### src/sv/eip_pkg.sv
// ----------------------------------------------------------------------------
// eip_pkg: shared types and constants of the entity ID pool
// Request and response payloads, status codes, controller states and the
// command/status bundles between the controller and the datapath.
// ----------------------------------------------------------------------------
package eip_pkg;

    localparam int NUM_IDS_DEF = 256;
    localparam int ID_W        = 16;
    localparam int GIVEN_W     = 8;

    typedef enum logic [0:0] {
        CMD_ALLOC = 1'b0,
        CMD_FREE  = 1'b1
    } t_cmd;

    typedef enum logic [1:0] {
        ST_OK           = 2'd0,
        ST_NONE         = 2'd1,
        ST_INVALID      = 2'd2,
        ST_ALREADY_FREE = 2'd3
    } t_status;

    typedef struct packed {
        t_cmd            command;
        logic [ID_W-1:0] entity_id;
    } t_req;

    typedef struct packed {
        t_status            status;
        logic [GIVEN_W-1:0] given_id;
    } t_rsp;

    typedef enum logic [2:0] {
        S_INIT,
        S_IDLE,
        S_EVAL,
        S_SWAP,
        S_DONE
    } t_state;

    // controller to datapath
    typedef struct packed {
        logic init;     // clearing pass write
        logic accept;   // latch request, launch map reads
        logic eval;     // check read data, first swap write
        logic swap2;    // second swap write
        logic rsp_load; // move result into the output register
    } t_dp_cmd;

    // datapath to controller
    typedef struct packed {
        logic init_done;
        logic needs_swap;
        logic rsp_room;
    } t_dp_stat;

endpackage

### src/sv/eip_if.sv
// ----------------------------------------------------------------------------
// eip_if: valid/ready channels of the entity ID pool
// Request channel and response channel, each with source and sink modports.
// ----------------------------------------------------------------------------
interface eip_req_if;
    logic          valid;
    logic          ready;
    eip_pkg::t_req payload;

    modport source (output valid, output payload, input ready);
    modport sink   (input valid, input payload, output ready);
endinterface

interface eip_rsp_if;
    logic          valid;
    logic          ready;
    eip_pkg::t_rsp payload;

    modport source (output valid, output payload, input ready);
    modport sink   (input valid, input payload, output ready);
endinterface

### src/sv/eip_ctrl.sv
// ----------------------------------------------------------------------------
// eip_ctrl: sequencing controller of the entity ID pool
// Steps the datapath through clearing pass, lookup, swap writes and response.
// ----------------------------------------------------------------------------
module eip_ctrl (
    input  logic                i_clk,
    input  logic                i_rst_n,
    input  logic                i_req_valid,
    input  eip_pkg::t_dp_stat   i_stat,
    output logic                o_req_ready,
    output eip_pkg::t_dp_cmd    o_cmd
);
    import eip_pkg::*;

    t_state r_state;
    t_state n_state;

    always_ff @(posedge i_clk) begin
        if (!i_rst_n) begin
            r_state <= S_INIT;
        end else begin
            r_state <= n_state;
        end
    end

    always_comb begin
        n_state = r_state;
        unique case (r_state)
            S_INIT: begin
                if (i_stat.init_done) n_state = S_IDLE;
            end
            S_IDLE: begin
                if (i_req_valid) n_state = S_EVAL;
            end
            S_EVAL: begin
                n_state = i_stat.needs_swap ? S_SWAP : S_DONE;
            end
            S_SWAP: begin
                n_state = S_DONE;
            end
            S_DONE: begin
                if (i_stat.rsp_room) n_state = S_IDLE;
            end
            default: n_state = S_INIT;
        endcase
    end

    always_comb begin
        o_cmd       = '0;
        o_req_ready = 1'b0;
        unique case (r_state)
            S_INIT: o_cmd.init = ~i_stat.init_done;
            S_IDLE: begin
                o_req_ready  = 1'b1;
                o_cmd.accept = i_req_valid;
            end
            S_EVAL: o_cmd.eval     = 1'b1;
            S_SWAP: o_cmd.swap2    = 1'b1;
            S_DONE: o_cmd.rsp_load = i_stat.rsp_room;
            default: o_cmd = '0;
        endcase
    end

endmodule

### src/sv/eip_dp.sv
// ----------------------------------------------------------------------------
// eip_dp: datapath of the entity ID pool
// Dense ID list and position map memories, allocated count, request and
// result registers and the output register.
// ----------------------------------------------------------------------------
module eip_dp #(
    parameter int NUM_IDS = eip_pkg::NUM_IDS_DEF
) (
    input  logic                i_clk,
    input  logic                i_rst_n,
    input  eip_pkg::t_dp_cmd    i_cmd,
    input  eip_pkg::t_req       i_req_payload,
    input  logic                i_rsp_ready,
    output eip_pkg::t_dp_stat   o_stat,
    output logic                o_rsp_valid,
    output eip_pkg::t_rsp       o_rsp_payload
);
    import eip_pkg::*;

    localparam int AW = $clog2(NUM_IDS);
    localparam int CW = $clog2(NUM_IDS + 1);

    logic [AW-1:0] r_list_mem [NUM_IDS];
    logic [AW-1:0] r_slot_mem [NUM_IDS];
    logic [AW-1:0] r_list_q;
    logic [AW-1:0] r_slot_q;

    logic [AW-1:0] r_init_idx;
    logic          r_init_done;
    logic [CW-1:0] r_count;
    t_req          r_req;
    t_status       r_res_status;
    logic [GIVEN_W-1:0] r_res_given;
    logic          r_rsp_valid;
    t_rsp          r_rsp;

    logic [CW-1:0] w_count_m1;
    logic [AW-1:0] w_list_ra;
    logic [AW-1:0] w_req_idx;
    logic          w_exhausted;
    logic          w_invalid;
    logic          w_already;
    logic          w_needs_swap;
    t_status       w_status;

    logic          w_list_we;
    logic [AW-1:0] w_list_wa;
    logic [AW-1:0] w_list_wd;
    logic          w_slot_we;
    logic [AW-1:0] w_slot_wa;
    logic [AW-1:0] w_slot_wd;

    assign w_count_m1 = r_count - CW'(1);
    assign w_list_ra  = (i_req_payload.command == CMD_ALLOC) ? r_count[AW-1:0]
                                                             : w_count_m1[AW-1:0];
    assign w_req_idx  = r_req.entity_id[AW-1:0];

    assign w_exhausted  = (r_count == CW'(NUM_IDS));
    assign w_invalid    = ({1'b0, r_req.entity_id} >= (ID_W + 1)'(NUM_IDS));
    assign w_already    = (CW'(r_slot_q) >= r_count);
    assign w_needs_swap = (r_req.command == CMD_FREE) && !w_invalid && !w_already;

    always_comb begin
        if (r_req.command == CMD_ALLOC) begin
            w_status = w_exhausted ? ST_NONE : ST_OK;
        end else if (w_invalid) begin
            w_status = ST_INVALID;
        end else if (w_already) begin
            w_status = ST_ALREADY_FREE;
        end else begin
            w_status = ST_OK;
        end
    end

    // first swap: last allocated ID takes the freed ID's slot;
    // second swap: freed ID moves to the boundary slot
    always_comb begin
        w_list_we = 1'b0;
        w_list_wa = r_init_idx;
        w_list_wd = r_init_idx;
        w_slot_we = 1'b0;
        w_slot_wa = r_init_idx;
        w_slot_wd = r_init_idx;
        if (i_cmd.init) begin
            w_list_we = 1'b1;
            w_slot_we = 1'b1;
        end else if (i_cmd.eval && w_needs_swap) begin
            w_list_we = 1'b1;
            w_list_wa = r_slot_q;
            w_list_wd = r_list_q;
            w_slot_we = 1'b1;
            w_slot_wa = r_list_q;
            w_slot_wd = r_slot_q;
        end else if (i_cmd.swap2) begin
            w_list_we = 1'b1;
            w_list_wa = r_count[AW-1:0];
            w_list_wd = w_req_idx;
            w_slot_we = 1'b1;
            w_slot_wa = w_req_idx;
            w_slot_wd = r_count[AW-1:0];
        end
    end

    always_ff @(posedge i_clk) begin
        if (w_list_we) r_list_mem[w_list_wa] <= w_list_wd;
        if (i_cmd.accept) r_list_q <= r_list_mem[w_list_ra];
    end

    always_ff @(posedge i_clk) begin
        if (w_slot_we) r_slot_mem[w_slot_wa] <= w_slot_wd;
        if (i_cmd.accept) r_slot_q <= r_slot_mem[i_req_payload.entity_id[AW-1:0]];
    end

    always_ff @(posedge i_clk) begin
        if (!i_rst_n) begin
            r_init_idx  <= '0;
            r_init_done <= 1'b0;
            r_count     <= '0;
            r_rsp_valid <= 1'b0;
        end else begin
            if (i_cmd.init) begin
                r_init_idx <= r_init_idx + AW'(1);
                if (r_init_idx == AW'(NUM_IDS - 1)) r_init_done <= 1'b1;
            end
            if (i_cmd.eval) begin
                if (r_req.command == CMD_ALLOC && !w_exhausted) begin
                    r_count <= r_count + CW'(1);
                end else if (w_needs_swap) begin
                    r_count <= w_count_m1;
                end
            end
            if (i_cmd.rsp_load) begin
                r_rsp_valid <= 1'b1;
            end else if (i_rsp_ready) begin
                r_rsp_valid <= 1'b0;
            end
        end
    end

    always_ff @(posedge i_clk) begin
        if (i_cmd.accept) r_req <= i_req_payload;
        if (i_cmd.eval) begin
            r_res_status <= w_status;
            r_res_given  <= (r_req.command == CMD_ALLOC && !w_exhausted)
                            ? GIVEN_W'(r_list_q) : '0;
        end
        if (i_cmd.rsp_load) begin
            r_rsp.status   <= r_res_status;
            r_rsp.given_id <= r_res_given;
        end
    end

    assign o_stat.init_done  = r_init_done;
    assign o_stat.needs_swap = w_needs_swap;
    assign o_stat.rsp_room   = !r_rsp_valid || i_rsp_ready;
    assign o_rsp_valid       = r_rsp_valid;
    assign o_rsp_payload     = r_rsp;

endmodule

### src/sv/entity_id_pool_unit.sv
// ----------------------------------------------------------------------------
// entity_id_pool_unit: entity ID allocator kept as a sparse set
// Top level: request and response channels, controller and datapath.
// ----------------------------------------------------------------------------
// Hands out and takes back IDs 0..NUM_IDS-1. Each request transaction on i_req
// (allocate, or free a given ID) yields exactly one response transaction on
// o_rsp with a status and, on a successful allocate, the ID. After reset the
// block runs a clearing pass in S_INIT that loads both maps, and
// takes its first request in S_IDLE once the pass has ended. One request is
// worked at a time: an allocate or any rejected request goes from S_IDLE
// through S_EVAL to S_DONE, which loads the response register once there is
// room; a successful free passes through S_SWAP on the way, since each map has
// one write port and a free writes each map twice. The next request is taken
// in S_IDLE after the load. A response that is not taken holds the next
// request's result back, while the next request is still accepted.
// ----------------------------------------------------------------------------
module entity_id_pool_unit #(
    parameter int NUM_IDS = eip_pkg::NUM_IDS_DEF
) (
    input  logic      i_clk,
    input  logic      i_rst_n,
    eip_req_if.sink   i_req,
    eip_rsp_if.source o_rsp
);
    import eip_pkg::*;

    t_dp_cmd  w_cmd;
    t_dp_stat w_stat;

    eip_ctrl u_ctrl (
        .i_clk       (i_clk),
        .i_rst_n     (i_rst_n),
        .i_req_valid (i_req.valid),
        .i_stat      (w_stat),
        .o_req_ready (i_req.ready),
        .o_cmd       (w_cmd)
    );

    eip_dp #(
        .NUM_IDS (NUM_IDS)
    ) u_dp (
        .i_clk         (i_clk),
        .i_rst_n       (i_rst_n),
        .i_cmd         (w_cmd),
        .i_req_payload (i_req.payload),
        .i_rsp_ready   (o_rsp.ready),
        .o_stat        (w_stat),
        .o_rsp_valid   (o_rsp.valid),
        .o_rsp_payload (o_rsp.payload)
    );

endmodule

### src/flat_wrapper.sv
// flat-port wrapper written by rule: the top's interface ports become plain ports
module entity_id_pool_unit_flat import eip_pkg::*;
#(
    parameter int NUM_IDS = eip_pkg::NUM_IDS_DEF
)
  (i_clk, i_rst_n, i_req_valid, i_req_payload, i_req_ready, o_rsp_valid, o_rsp_payload, o_rsp_ready);
  eip_req_if i_req_i ();
  eip_rsp_if o_rsp_i ();
  input  logic i_clk;
  input  logic i_rst_n;
  input wire logic [$bits(i_req_i.valid)-1:0] i_req_valid;
  input wire logic [$bits(i_req_i.payload)-1:0] i_req_payload;
  output wire logic [$bits(i_req_i.ready)-1:0] i_req_ready;
  output wire logic [$bits(o_rsp_i.valid)-1:0] o_rsp_valid;
  output wire logic [$bits(o_rsp_i.payload)-1:0] o_rsp_payload;
  input wire logic [$bits(o_rsp_i.ready)-1:0] o_rsp_ready;
  assign i_req_i.valid = i_req_valid;
  assign i_req_i.payload = i_req_payload;
  assign i_req_ready = i_req_i.ready;
  assign o_rsp_valid = o_rsp_i.valid;
  assign o_rsp_payload = o_rsp_i.payload;
  assign o_rsp_i.ready = o_rsp_ready;
  entity_id_pool_unit #(.NUM_IDS(NUM_IDS)) u_core (.i_clk(i_clk), .i_rst_n(i_rst_n), .i_req(i_req_i), .o_rsp(o_rsp_i));
endmodule
### config.mk
export PLATFORM = sky130hd
export DESIGN_NAME = entity_id_pool_unit_flat
export DESIGN_NICKNAME = d
export VERILOG_FILES = /design/src/sv/eip_pkg.sv /design/src/sv/eip_if.sv /design/src/sv/eip_ctrl.sv /design/src/sv/eip_dp.sv /design/src/sv/entity_id_pool_unit.sv /design/src/flat_wrapper.sv
export SDC_FILE = /design/constraint.sdc
export NUM_CORES = 2
export LEC_CHECK = 0
export BUFFER_PORTS_ARGS = -buffer_cell sky130_fd_sc_hd__buf_2
export CORE_ASPECT_RATIO = 1.2
export CORE_MARGIN = 2
export CORE_UTILIZATION = 52
export DETAILED_ROUTE_END_ITERATION = 8
export PLACE_DENSITY = 0.73
export SLEW_MARGIN = 20
export SYNTH_ARGS = -nofsm -noshare
export SYNTH_HDL_FRONTEND = slang
export SYNTH_HIERARCHICAL = 1
export SYNTH_SLANG_ARGS = --single-unit
### constraint.sdc
create_clock -name i_clk -period 21.3 [get_ports i_clk]
set_input_delay 3.195 -clock i_clk [delete_from_list [all_inputs] [get_ports i_clk]]
set_output_delay 3.195 -clock i_clk [all_outputs]
set_load 0.02 [all_outputs]
==> flow_metrics.py <==
metrics = {
    "status": {
        "status": "complete, no violations",
    },
    "yosys": {
        "dominantRegCellSynth": "sky130_fd_sc_hd__edfxtp_1",
        "total_of_flip_flops_plus_latches_after_synthesis": 4171,
        "synth_seq_area_share": 0.771,
        "mappedNetlistNets": 7451,
        "synth-edff-count": 4149,
        "yosys_warnings": 6,
        "synth_async_sr_flop_share": 0,
        "post_synth.cell_area_avg_sq_um": 21.9,
        "netlist_instances": 7418,
        "number_of_different_library_cells_in_the_post_synthesis_netlist": 76,
        "synthesis.area_sq_um": 162000,
    },
    "critical_path": {
        "path_class": "input pin to flop",
        "critical-path-top-delay-family": "buffers and inverters",
        "setup.worst_path.start_class": "input pin",
        "critical_path_buf_inv_count": 5,
        "timing.critical_path.required_ns": 22.01,
        "path_max_fanout": 80,
        "cp-end-kind": "flop",
        "path_cells": "buf_8, buf_4, buf_4, buf_4, buf_4, mux4_2, mux4_2, mux4_2, a22oi_1, nand2_1",
        "critPathSlowestCell": "sky130_fd_sc_hd__buf_4",
        "worstPathArrival_ns": 9.26,
        "critical-path-top-cell-by-count": "sky130_fd_sc_hd__buf_4",
        "critical_path_s_largest_stage_delay_ns": 0.84,
    },
    "die": {
        "dieHeight_um": 616,
        "placeableCoreArea_sq_um": 310000,
        "fp.dieArea_sq_um": 316000,
        "die_w_um": 514,
        "io-pin-count": 33,
        "placement_rows": 224,
        "floorplan.initialDensity": 0.523,
    },
    "pwr": {
        "worst_ir_drop_vdd_mv": 0.0993,
        "power_density_nw_per_um2": 91.9,
        "power.leakage_nw": 51.6,
    },
    "clock_network": {
        "cts_buffer_depth": 4,
        "numCtsBuffers": 391,
        "ctsRootBufferMaster": "sky130_fd_sc_hd__clkbuf_16",
        "cts_sink_cnt": 4171,
        "htree_num_levels": 5,
        "cts_tree": "built",
        "clk_pin_slew_worst_paths_ns": 0.06,
        "clk_latency_ns": 0.98,
        "cts_hold_repair.buffers": 0,
        "cts_resized": 0,
        "cts_post_setup_buffers_inserted": 0,
    },
    "routing": {
        "drtPass1Iterations": 6,
        "drt-initial-drc-count": 10587,
        "antenna_violating_nets_post_route": 0,
        "wl_um": 389000,
        "drt-wirelength-per-cell_um": 32.5,
        "detail_route.drc_violations": 0,
        "drt-vias-per-instance": 6.52,
        "via_total_after_detailed_routing": 77986,
    },
    "global_route": {
        "globalRouteTotalUtil": 0.243,
        "grtUsageMet3": 0.0444,
        "grt_start_max_net_pins": 213,
        "grt_use_met1": 0.319,
        "initial_antenna_violation_count": 12,
        "grt_pass1_wl_um": 560000,
        "grt-ovfl-total": 0,
        "grtUsageMet2": 0.402,
        "globalRoute.busiestLayer": "met2",
        "number_of_global_route_vias_before_repair": 78558,
    },
    "sta": {
        "worst_slew_margin_rel": 0.168,
        "rsz0062_at_grt": "no",
        "final-max-slew-violation-count": 0,
        "final.setup_skew_ns": 0.0995,
        "timing.fmax_mhz": 117,
        "fin_tns_setup_ns": 0,
        "fin_hold_viols": 0,
        "worstMarginPinSlew_ns": 1.24,
        "final-setup-viol-count": 0,
        "final_min_period_over_clock_period": 0.401,
        "layout_min_cycle_time_ns": 8.55,
    },
    "finish": {
        "post_route_cells_drive_above_1_share": 0.252,
        "nNetsFinal": 7580,
        "finish.utilization": 0.579,
        "syn2layout_area_growth_pct": 10.7,
    },
    "placement": {
        "dp_hpwl_um": 226000,
        "numPortBuffers": 32,
        "gpl.final_weighted_congestion": 0.856,
    },
    "worst_hold_path": {
        "hold_path.class": "flop to flop",
    },
    "run": {
        "maxCapViolations": 0,
    },
}
## cell type report
| class | instances | area [sq um] |
|---|---|---|
| Sequential cell | 4171 | 125000 |
| Clock buffer | 478 | 10200 |
| Multi-Input combinational cell | 2778 | 35100 |
| Inverter | 28 | 180 |
| Timing Repair Buffer | 177 | 1410 |
| Fill cell | 21385 | 131000 |
| Tap cell | 4068 | 5090 |
| Antenna cell | 14 | 35.0 |
| Clock inverter | 248 | 2380 |
## worst paths after layout
check / slack (ns) / startpoint / endpoint / cells after the start
max: 12.75 / i_req_payload[0] / u_core/u_dp/r_slot_q[7] / 10
min: 0.43 / u_core/u_dp/r_res_given[2] / u_core/u_dp/o_rsp_payload[2] / 0
max reg2reg: 14.67 / u_core/u_dp/r_count[0] / u_core/u_dp/r_list_q[6] / 14
min reg2reg: 0.43 / u_core/u_dp/r_res_given[2] / u_core/u_dp/o_rsp_payload[2] / 0
## Yosys cell counts, drive strengths merged (9+ instances only)
master | n | area, sq um
edfxtp | 4149 | 125000
mux4 | 1184 | 26700
nor2 | 553 | 2080
nand2 | 363 | 1360
buf | 271 | 1510
clkbuf | 170 | 638
nand3 | 117 | 586
a21oi | 95 | 479
nand4 | 62 | 388
mux2i | 50 | 500
o22ai | 40 | 250
and2 | 30 | 188
o21ai | 27 | 135
dfxtp | 22 | 440
nor4 | 21 | 131
inv | 20 | 75.1
xnor2 | 20 | 201
a22oi | 18 | 135
a221oi | 16 | 190
a221o | 15 | 150
ha | 12 | 150
nor2b | 12 | 75.1
a32oi | 9 | 78.8
## cell families (layout without fill, tap and decap cells)
| group | Yosys count | count (layout) | share of synthesized area |
|---|---|---|---|
| other cells | 0 | 14 | 0 |
| buf+inv | 469 | 931 | 0.0139 |
| flops | 4171 | 4171 | 0.771 |
| xor+xnor | 23 | 23 | 0.00140 |
| fa+ha+maj | 12 | 12 | 0.000926 |
| mux | 1239 | 1239 | 0.168 |
| compound gates | 286 | 286 | 0.0122 |
| simple gates | 1218 | 1218 | 0.0327 |
## metrics by stage
| stage | worst slack, ns | power [mW] | hold slack, ns | instances | area, sq um |
|---|---|---|---|---|---|
| final | 12.75 | 16.5 | 0.432 | 11962 | 180000 |
| after global routing | 12.12 | 16.9 | 0.448 | 11954 | 179000 |
| after CTS | 12.44 | 16.6 | 0.438 | 11945 | 179000 |
| after detailed placement | 11.41 | 9.77 | 0.413 | 11219 | 167000 |
| after global placement | 11.36 | 9.76 | 0.428 | 11218 | 167000 |
| after floorplan | 6.75 | 9.58 | 0.400 | 7418 | 162000 |
## registers in the layout (all words and copies together), names as in the netlist
name / count
u_core/u_dp/o_rsp_valid: 1
u_core/u_dp/r_init_idx: 8
u_core/u_dp/r_list_q: 8
u_core/u_dp/r_list_mem: 2048
u_core/u_dp/r_slot_q: 8
u_core/u_dp/r_res_status: 2
u_core/u_dp/r_init_done: 1
u_core/u_dp/r_req: 17
u_core/u_dp/r_res_given: 8
u_core/u_dp/r_count: 9
u_core/u_ctrl/r_state: 3
u_core/u_dp/r_slot_mem: 2048
u_core/u_dp/o_rsp_payload: 10
## worst reg2reg max path, cell delays in order, from the launching register on
cell,delay (ns)
sky130_fd_sc_hd__dfxtp_1,0.79
sky130_fd_sc_hd__inv_1,0.21
sky130_fd_sc_hd__ha_1,0.41
sky130_fd_sc_hd__a21oi_4,0.15
sky130_fd_sc_hd__buf_4,0.80
sky130_fd_sc_hd__buf_12,0.61
sky130_fd_sc_hd__buf_12,0.79
sky130_fd_sc_hd__buf_4,0.80
sky130_fd_sc_hd__mux4_2,0.47
sky130_fd_sc_hd__nand2_1,0.09
sky130_fd_sc_hd__a21oi_1,0.15
sky130_fd_sc_hd__nor4_1,0.38
sky130_fd_sc_hd__buf_4,0.19
sky130_fd_sc_hd__nand3_1,0.24
sky130_fd_sc_hd__a31o_1,0.30
## layout by cell type (no fill, tap or decap), types with 50 or more instances in the layout
cell                        instances
sky130_fd_sc_hd__edfxtp_1        4149
sky130_fd_sc_hd__nand3_1          109
sky130_fd_sc_hd__mux2i_1           50
sky130_fd_sc_hd__nand2_1          361
sky130_fd_sc_hd__a21oi_1           94
sky130_fd_sc_hd__clkinv_1          96
sky130_fd_sc_hd__clkbuf_1          79
sky130_fd_sc_hd__nand4_1           62
sky130_fd_sc_hd__clkbuf_16        396
sky130_fd_sc_hd__nor2_1           546
sky130_fd_sc_hd__buf_4            133
sky130_fd_sc_hd__mux4_2          1184
sky130_fd_sc_hd__clkinv_2          64
## where the power goes
part | leakage (nW) | internal, mW | total (mW) | switching (mW)
combinational | 10.6 | 0.208 | 0.606 | 0.397
clock | 6.16 | 3.92 | 6.91 | 2.99
sequential | 34.9 | 8.99 | 8.99 | 0.00388
total | 51.6 | 13.1 | 16.5 | 3.39
## routing by layer
metal	vias to the layer above	wire [um]
li1	31288	-
met1	41460	138000
met2	4492	196000
met3	742	35500
met4	4	19500
met5	-	22
Note: power is estimated with default switching activity, not from simulation.
